==> src/hdl/gdsr_pkg.sv <==
// shared types, record codes and the payload size rule for the layout stream checker
package gdsr_pkg;

  // record types with special handling
  localparam logic [7:0] T_BGNLIB   = 8'd1;
  localparam logic [7:0] T_ENDLIB   = 8'd4;
  localparam logic [7:0] T_BGNSTR   = 8'd5;
  localparam logic [7:0] T_ENDSTR   = 8'd7;
  localparam logic [7:0] T_BOUNDARY = 8'd8;
  localparam logic [7:0] T_PATH     = 8'd9;
  localparam logic [7:0] T_TEXT     = 8'd12;
  localparam logic [7:0] T_XY       = 8'd16;
  localparam logic [7:0] T_NODE     = 8'd21;
  localparam logic [7:0] T_BOX      = 8'd45;
  localparam logic [7:0] NO_TYPE    = 8'hFF;

  // data type codes
  localparam logic [7:0] DT_NONE  = 8'd0;
  localparam logic [7:0] DT_BITS  = 8'd1;
  localparam logic [7:0] DT_INT2  = 8'd2;
  localparam logic [7:0] DT_INT4  = 8'd3;
  localparam logic [7:0] DT_REAL4 = 8'd4;
  localparam logic [7:0] DT_REAL8 = 8'd5;
  localparam logic [7:0] DT_ASCII = 8'd6;

  // fixed payload size of library and structure headers
  localparam logic [15:0] BGN_PAYLOAD = 16'd24;
  localparam logic [15:0] HDR_BYTES   = 16'd4;

  // result kinds
  localparam logic [1:0] KIND_HEADER  = 2'd0;
  localparam logic [1:0] KIND_PADDING = 2'd1;
  localparam logic [1:0] KIND_SUMMARY = 2'd2;

  // status codes
  localparam logic [3:0] ST_OK        = 4'd0;
  localparam logic [3:0] ST_ODD_LEN   = 4'd1;
  localparam logic [3:0] ST_BAD_TYPE  = 4'd2;
  localparam logic [3:0] ST_SHORT     = 4'd3;
  localparam logic [3:0] ST_SIZE      = 4'd4;
  localparam logic [3:0] ST_UNK_DTYPE = 4'd5;
  localparam logic [3:0] ST_TRUNC     = 4'd6;
  localparam logic [3:0] ST_ODD_FILE  = 4'd7;
  localparam logic [3:0] ST_NO_ENDLIB = 4'd8;
  localparam logic [3:0] ST_PAD_NZ    = 4'd9;

  // element counter slots
  localparam int N_ELEM = 5;
  localparam int EL_BOUNDARY = 0;
  localparam int EL_PATH     = 1;
  localparam int EL_TEXT     = 2;
  localparam int EL_NODE     = 3;
  localparam int EL_BOX      = 4;

  typedef enum logic [1:0] {
    PH_HEADER,
    PH_PAYLOAD,
    PH_PADDING,
    PH_HALTED
  } phase_t;

  typedef logic [15:0] count_t;

  typedef struct packed {
    logic [1:0]  kind;
    logic [7:0]  rec_type;
    logic [7:0]  payload_type;
    logic [15:0] rec_length;
    logic [31:0] rec_number;
    logic [3:0]  status;
    count_t      boundary_total;
    count_t      path_total;
    count_t      text_total;
    count_t      node_total;
    count_t      box_total;
    logic        last_of_run;
  } res_t;

  // up to two results written per byte
  typedef struct packed {
    logic [1:0] cnt;
    res_t       e0;
    res_t       e1;
  } res_push_t;

  // payload size rule of a data type
  function automatic logic [3:0] size_status(input logic [7:0] rtype,
                                             input logic [7:0] dtype,
                                             input logic [15:0] pay);
    logic [3:0] st;
    st = ST_OK;
    if (pay == 16'd0) begin
      st = (dtype == DT_NONE) ? ST_OK : ST_SIZE;
    end else begin
      case (dtype)
        DT_NONE:  st = ST_SIZE;
        DT_BITS:  st = pay[0] ? ST_SIZE : ST_OK;
        DT_INT2: begin
          if (rtype == T_BGNLIB || rtype == T_BGNSTR)
            st = (pay != BGN_PAYLOAD) ? ST_SIZE : ST_OK;
          else
            st = pay[0] ? ST_SIZE : ST_OK;
        end
        DT_INT4: begin
          if (rtype == T_XY)
            st = (pay[2:0] != 3'd0) ? ST_SIZE : ST_OK;
          else
            st = (pay[1:0] != 2'd0) ? ST_SIZE : ST_OK;
        end
        DT_REAL4: st = ST_SIZE;
        DT_REAL8: st = (pay[2:0] != 3'd0) ? ST_SIZE : ST_OK;
        DT_ASCII: st = ST_OK;
        default:  st = ST_UNK_DTYPE;
      endcase
    end
    return st;
  endfunction

endpackage

==> src/hdl/gdsr_core.sv <==
// record header assembly, checks, element counts and end of stream summary
module gdsr_core import gdsr_pkg::*; #(
  parameter int RECORD_TYPE_COUNT = 57
) (
  input  logic       clk,
  input  logic       rst_n,
  input  logic       req,
  input  logic [7:0] data_byte,
  input  logic       is_last,
  output res_push_t  push
);

  phase_t      phase_r, phase_nxt;
  logic [1:0]  hidx_r, hidx_nxt;
  logic [23:0] hdr_r, hdr_nxt;
  logic [15:0] pleft_r, pleft_nxt;
  logic [31:0] rcnt_r, rcnt_nxt;
  logic        parity_r, parity_nxt;
  logic [7:0]  prev_r, prev_nxt;
  count_t      elem_r [N_ELEM];
  count_t      elem_nxt [N_ELEM];
  logic        padnz_r, padnz_nxt;

  // header decode
  logic [15:0] len;
  logic [7:0]  rtype;
  logic        hdr_done;
  logic        bad_type;
  logic        pad_hdr;
  logic        fatal;
  logic [3:0]  hdr_status;
  logic [1:0]  hdr_kind;
  logic [15:0] pay;
  logic [15:0] pleft_dec;
  logic [3:0]  sum_status;
  res_t        hdr_res, sum_res;

  assign len      = hdr_r[23:8];
  assign rtype    = hdr_r[7:0];
  assign hdr_done = (phase_r == PH_HEADER) && (hidx_r == 2'd3);
  assign bad_type = {1'b0, rtype} >= 9'(RECORD_TYPE_COUNT);
  assign pad_hdr  = (len == 16'd0) && (rtype == 8'd0) && (data_byte == 8'd0);
  assign pay      = len - HDR_BYTES;
  assign pleft_dec = (pleft_r != 16'd0) ? pleft_r - 16'd1 : pleft_r;

  // header status
  always_comb begin
    hdr_kind   = KIND_HEADER;
    hdr_status = ST_OK;
    if (bad_type) begin
      hdr_status = ST_BAD_TYPE;
    end else if (len < HDR_BYTES) begin
      if (pad_hdr) hdr_kind = KIND_PADDING;
      else hdr_status = ST_SHORT;
    end else begin
      hdr_status = size_status(rtype, data_byte, pay);
      if (hdr_status == ST_OK && len[0]) hdr_status = ST_ODD_LEN;
    end
  end

  assign fatal = (hdr_status >= ST_BAD_TYPE);

  // next phase
  always_comb begin
    phase_nxt = phase_r;
    case (phase_r)
      PH_HEADER: begin
        if (hdr_done) begin
          if (fatal) phase_nxt = PH_HALTED;
          else if (hdr_kind == KIND_PADDING) phase_nxt = PH_PADDING;
          else if (pay != 16'd0) phase_nxt = PH_PAYLOAD;
          else if (rtype == T_ENDLIB) phase_nxt = PH_PADDING;
        end
      end
      PH_PAYLOAD: begin
        if (pleft_dec == 16'd0)
          phase_nxt = (prev_r == T_ENDLIB) ? PH_PADDING : PH_HEADER;
      end
      PH_PADDING: phase_nxt = PH_PADDING;
      PH_HALTED:  phase_nxt = PH_HALTED;
      default:    phase_nxt = PH_HEADER;
    endcase
  end

  // datapath state updates
  always_comb begin
    hidx_nxt   = hidx_r;
    hdr_nxt    = hdr_r;
    pleft_nxt  = pleft_r;
    rcnt_nxt   = rcnt_r;
    parity_nxt = ~parity_r;
    prev_nxt   = prev_r;
    padnz_nxt  = padnz_r;
    for (int i = 0; i < N_ELEM; i++) elem_nxt[i] = elem_r[i];
    case (phase_r)
      PH_HEADER: begin
        if (!hdr_done) begin
          hdr_nxt  = {hdr_r[15:0], data_byte};
          hidx_nxt = hidx_r + 2'd1;
        end else begin
          hidx_nxt = 2'd0;
          hdr_nxt  = '0;
          if (rcnt_r != 32'hFFFF_FFFF) rcnt_nxt = rcnt_r + 32'd1;
          prev_nxt = rtype;
          if (!fatal && hdr_kind == KIND_HEADER) begin
            pleft_nxt = pay;
            case (rtype)
              T_BGNSTR: for (int i = 0; i < N_ELEM; i++) elem_nxt[i] = '0;
              T_BOUNDARY: if (elem_r[EL_BOUNDARY] != 16'hFFFF)
                elem_nxt[EL_BOUNDARY] = elem_r[EL_BOUNDARY] + 16'd1;
              T_PATH: if (elem_r[EL_PATH] != 16'hFFFF)
                elem_nxt[EL_PATH] = elem_r[EL_PATH] + 16'd1;
              T_TEXT: if (elem_r[EL_TEXT] != 16'hFFFF)
                elem_nxt[EL_TEXT] = elem_r[EL_TEXT] + 16'd1;
              T_NODE: if (elem_r[EL_NODE] != 16'hFFFF)
                elem_nxt[EL_NODE] = elem_r[EL_NODE] + 16'd1;
              T_BOX: if (elem_r[EL_BOX] != 16'hFFFF)
                elem_nxt[EL_BOX] = elem_r[EL_BOX] + 16'd1;
              default: ;
            endcase
          end
        end
      end
      PH_PAYLOAD: pleft_nxt = pleft_dec;
      PH_PADDING: if (data_byte != 8'd0) padnz_nxt = 1'b1;
      PH_HALTED:  ;
      default:    ;
    endcase
  end

  // summary status, first that applies
  always_comb begin
    if (parity_nxt)
      sum_status = ST_ODD_FILE;
    else if (phase_nxt == PH_HALTED)
      sum_status = ST_OK;
    else if ((phase_nxt == PH_HEADER && hidx_nxt != 2'd0) ||
             (phase_nxt == PH_PAYLOAD && pleft_nxt != 16'd0))
      sum_status = ST_TRUNC;
    else if (prev_nxt != T_ENDLIB)
      sum_status = ST_NO_ENDLIB;
    else if (padnz_nxt)
      sum_status = ST_PAD_NZ;
    else
      sum_status = ST_OK;
  end

  // result assembly
  always_comb begin
    hdr_res              = '0;
    hdr_res.kind         = hdr_kind;
    hdr_res.rec_type     = rtype;
    hdr_res.payload_type = data_byte;
    hdr_res.rec_length   = len;
    hdr_res.rec_number   = rcnt_nxt;
    hdr_res.status       = hdr_status;
    if (hdr_kind == KIND_HEADER && rtype == T_ENDSTR) begin
      hdr_res.boundary_total = elem_nxt[EL_BOUNDARY];
      hdr_res.path_total     = elem_nxt[EL_PATH];
      hdr_res.text_total     = elem_nxt[EL_TEXT];
      hdr_res.node_total     = elem_nxt[EL_NODE];
      hdr_res.box_total      = elem_nxt[EL_BOX];
    end
    hdr_res.last_of_run  = !is_last;

    sum_res             = '0;
    sum_res.kind        = KIND_SUMMARY;
    sum_res.rec_number  = rcnt_nxt;
    sum_res.status      = sum_status;
    sum_res.last_of_run = 1'b1;

    push = '0;
    if (req) begin
      if (hdr_done && is_last) begin
        push.cnt = 2'd2;
        push.e0  = hdr_res;
        push.e1  = sum_res;
      end else if (hdr_done) begin
        push.cnt = 2'd1;
        push.e0  = hdr_res;
      end else if (is_last) begin
        push.cnt = 2'd1;
        push.e0  = sum_res;
      end
    end
  end

  // state registers, cleared again after the last byte
  always_ff @(posedge clk) begin
    if (!rst_n || (req && is_last)) begin
      phase_r  <= PH_HEADER;
      hidx_r   <= 2'd0;
      hdr_r    <= '0;
      pleft_r  <= '0;
      rcnt_r   <= '0;
      parity_r <= 1'b0;
      prev_r   <= NO_TYPE;
      padnz_r  <= 1'b0;
      for (int i = 0; i < N_ELEM; i++) elem_r[i] <= '0;
    end else if (req) begin
      phase_r  <= phase_nxt;
      hidx_r   <= hidx_nxt;
      hdr_r    <= hdr_nxt;
      pleft_r  <= pleft_nxt;
      rcnt_r   <= rcnt_nxt;
      parity_r <= parity_nxt;
      prev_r   <= prev_nxt;
      padnz_r  <= padnz_nxt;
      for (int i = 0; i < N_ELEM; i++) elem_r[i] <= elem_nxt[i];
    end
  end

endmodule

==> config.mk <==
export PLATFORM = sky130hd
export DESIGN_NAME = gdsr_core
export DESIGN_NICKNAME = d
export VERILOG_FILES = /design/src/hdl/gdsr_pkg.sv /design/src/hdl/gdsr_core.sv
export SDC_FILE = /design/constraint.sdc
export NUM_CORES = 1
export LEC_CHECK = 0
export ABC_AREA = 1
export ABC_CLOCK_PERIOD_IN_PS = 4400
export BUFFER_PORTS_ARGS = -buffer_cell sky130_fd_sc_hd__buf_2
export CAP_MARGIN = 20
export CORE_MARGIN = 5
export CORE_UTILIZATION = 40
export DETAILED_ROUTE_END_ITERATION = 7
export PLACE_DENSITY = 0.73
export SLEW_MARGIN = 25
export SYNTH_ARGS = -nofsm -noshare
export SYNTH_HDL_FRONTEND = slang
export SYNTH_SLANG_ARGS = --single-unit
==> constraint.sdc <==
create_clock -name clk -period 4.4 [get_ports clk]
set_input_delay 0 -clock clk [delete_from_list [all_inputs] [get_ports clk]]
set_output_delay 0 -clock clk [all_outputs]
set_load 0.005 [all_outputs]
==> metrics <==
ys async rst share 0%; H-tree Lvls 4; initial antenna violation count 0; Slew HR 35.4%; Hold Startpoint rst_n; Util after Layout a little under half; Seq/Total Area, Yosys 31.3%; Hold Vio Cnt, Final 0; Die Area between 30000 and 40000 um2; Fin Hold WS around 85 ps; Die Span Y between 150 and 200 um; switching power around 0.0011 W; Fin Setup TNS 0 ps; GRT overflow 0; post-synth top area share a little under a fifth; core area around 33000 um2; sw frac slightly below 30%; Data required, critical path between 4000 and 5000 ps; Final Critical Period 4130 ps; DIE WIDTH about 190 um; via count between 10000 and 15000; Layout area overhead 12.9%; status completed; most common cell after layout, fill and taps aside nor2_1; GRT Resource Usage Total 22.9%; CP endpoint kind output pin; CP Launch Type register; Clock transition at path regs 70 ps; peak supply drop between 0.2 and 0.3 mV; Placer Congestion around 0.95; PortBufs a little over 200; part of the cycle the worst path needs a little over nine tenths; Clk Latency, worst-skew pair about 450 ps; largest net degree at the start of global routing 81; ys flop type dfxtp_1; Final setup viols 0; Tot Pwr 0.00376 W; Synth Area per Inst around 6.6 um2; unrepaired setup endpoints after global routing false; Root Buffer clkbuf_16; crit path from hdr_r[4]; sequential power share a little under half; final cell count without fillers 2617; R2R Path Start hdr_r[4]; synthesized instance count roughly 2000; Placed Cells about 2600; Post-DRT Antenna Nets 0; combinational power share ~13%; residual DRC count 0; register bit total from synthesis roughly 170; Post-Syn Area ~13000 um2; post-synth top area cell edfxtp_1; Area contributors post-synth edfxtp_1, dfxtp_1, nor2_1; CTS tree yes; drt total wl between 40 and 50 mm; I/O Pins between 300 and 400; yosys warns 0; Slew Limit Fails 0; total CTS buffers 17; layout cell share with drive strength beyond 1 approximately 14%; Clock power frac approximately 41%; CP arrival roughly 4100 ps; Max FO, Critical Path 15; Leak 6.38 nW; Hold Path Class in2reg; commonest non-fill, non-tap cells in the layout nor2_1, nand2_1, inv_1; wire length per cell ~17 um; P_int between 0.002 and 0.003 W; initial drt markers ~1100; # rows 66; drt via density 5.31; DRT Pass-1 Iters 8; global-route wire length before repair approximately 68 mm; Distinct cells, synth between 50 and 60; fin nets around 2200; Power Density 253 nW/um2; Bufs on Longest Clock Path 2; fmax between 200 and 250 MHz; vias in the first global route approximately 13000; kind of critical path reg2out; hpwl dp between 30 and 40 mm; EDFF count, synth 80; clk sink count approximately 170; Initial Util approximately two fifths; Max-Cap Viols 0; Clock Skew between 10 and 15 ps; Least-Margin Pin Slew 968 ps; # diodes 0
[final cells by class]
type / count / area [um2]
Clock buffer: 20 / 468
Tap cell: 442 / 553
Clock inverter: 12 / 118
Fill cell: 3353 / 17700
Multi-Input combinational cell: 1499 / 7390
Sequential cell: 166 / 4120
Inverter: 248 / 931
Timing Repair Buffer: 230 / 1280
[power groups by stage]
stage	sequential [W]	clock, W	combinational [W]
finish	0.00175	0.00154	0.000475
global route	0.00175	0.00161	0.000529
CTS	0.00174	0.00156	0.000462
detailed placement	0.00178	0	0.000455
global placement	0.00178	0	0.000453
floorplan	0.00176	0	0.000407
[synth_stat cells, drive strengths merged, types with 14 or more instances]
master,count
nor2,431
nand2,309
inv,242
buf,131
nand3,126
o21ai,97
dfxtp,86
edfxtp,80
nor3,71
a21oi,67
clkbuf,61
o22ai,51
nand4,41
xor2,41
a211oi,26
nor4,22
a22oi,20
ha,15
a32oi,14
[metrics by stage]
step	cell area (um2)	worst slack, ps
after detailed placement	14200	536
after floorplan	13600	963
after CTS	14800	103
after global placement	14200	533
after global routing	14900	6.74
final	14900	274
[what timing repair did]
item,in CTS,in global routing
endpoints found under the hold margin,8,0
setup endpoints to repair,0,19
gates resized for setup,0,3
buffers inserted,0,0
hold buffers,8,0
[routing by layer]
| layer | vias to the layer above | routed length [um] | GRT usage [%] |
|---|---|---|---|
| li1 | 6728 | - | - |
| met1 | 6462 | 18800 | 30.1 |
| met2 | 626 | 20400 | 38.0 |
| met3 | 75 | 3780 | 4.64 |
| met4 | 0 | 1150 | 6.91 |
| met5 | - | 0 | 0 |
[cell families after synthesis]
family,count (synthesis),share of synthesized area (%)
other cells,1,0.0285
fa+ha+maj,15,1.43
buf+inv,440,16.1
flops,166,31.3
mux,4,0.314
xor+xnor,44,2.93
compound gates,305,14.0
simple gates,1016,33.9
[state kept, by name (all words and copies together), names as in the netlist]
name	cells
hidx_r	2
parity_r	1
prev_r	8
pleft_r	16
rcnt_r	32
hdr_r	24
elem_r	80
phase_r	2
padnz_r	1
[worst paths after layout]
kind	endpoint	slack, ps	cells after the start
hold / removal	parity_r	90	4
setup / recovery	push[201]	270	18
hold reg to reg	prev_r[6]	490	2
setup reg to reg	elem_r[0][17]	690	17
[worst max-delay path, cell delays in order, from the launching register on]
cell and delay (ps):
dfxtp_1 470, inv_1 320, nand2_1 260, nor3_4 240, nand4_1 140, nor2_1 160, nand2_1 70, nand2_1 70
nand2_2 70, nand2_4 120, nand3_4 260, nor2_2 240, inv_2 160, nor2_4 280, nor2_1 140, o21bai_1 180
a22oi_1 210, nor2_1 100, buf_2 180
Note: power is estimated with default switching activity, not from simulation.
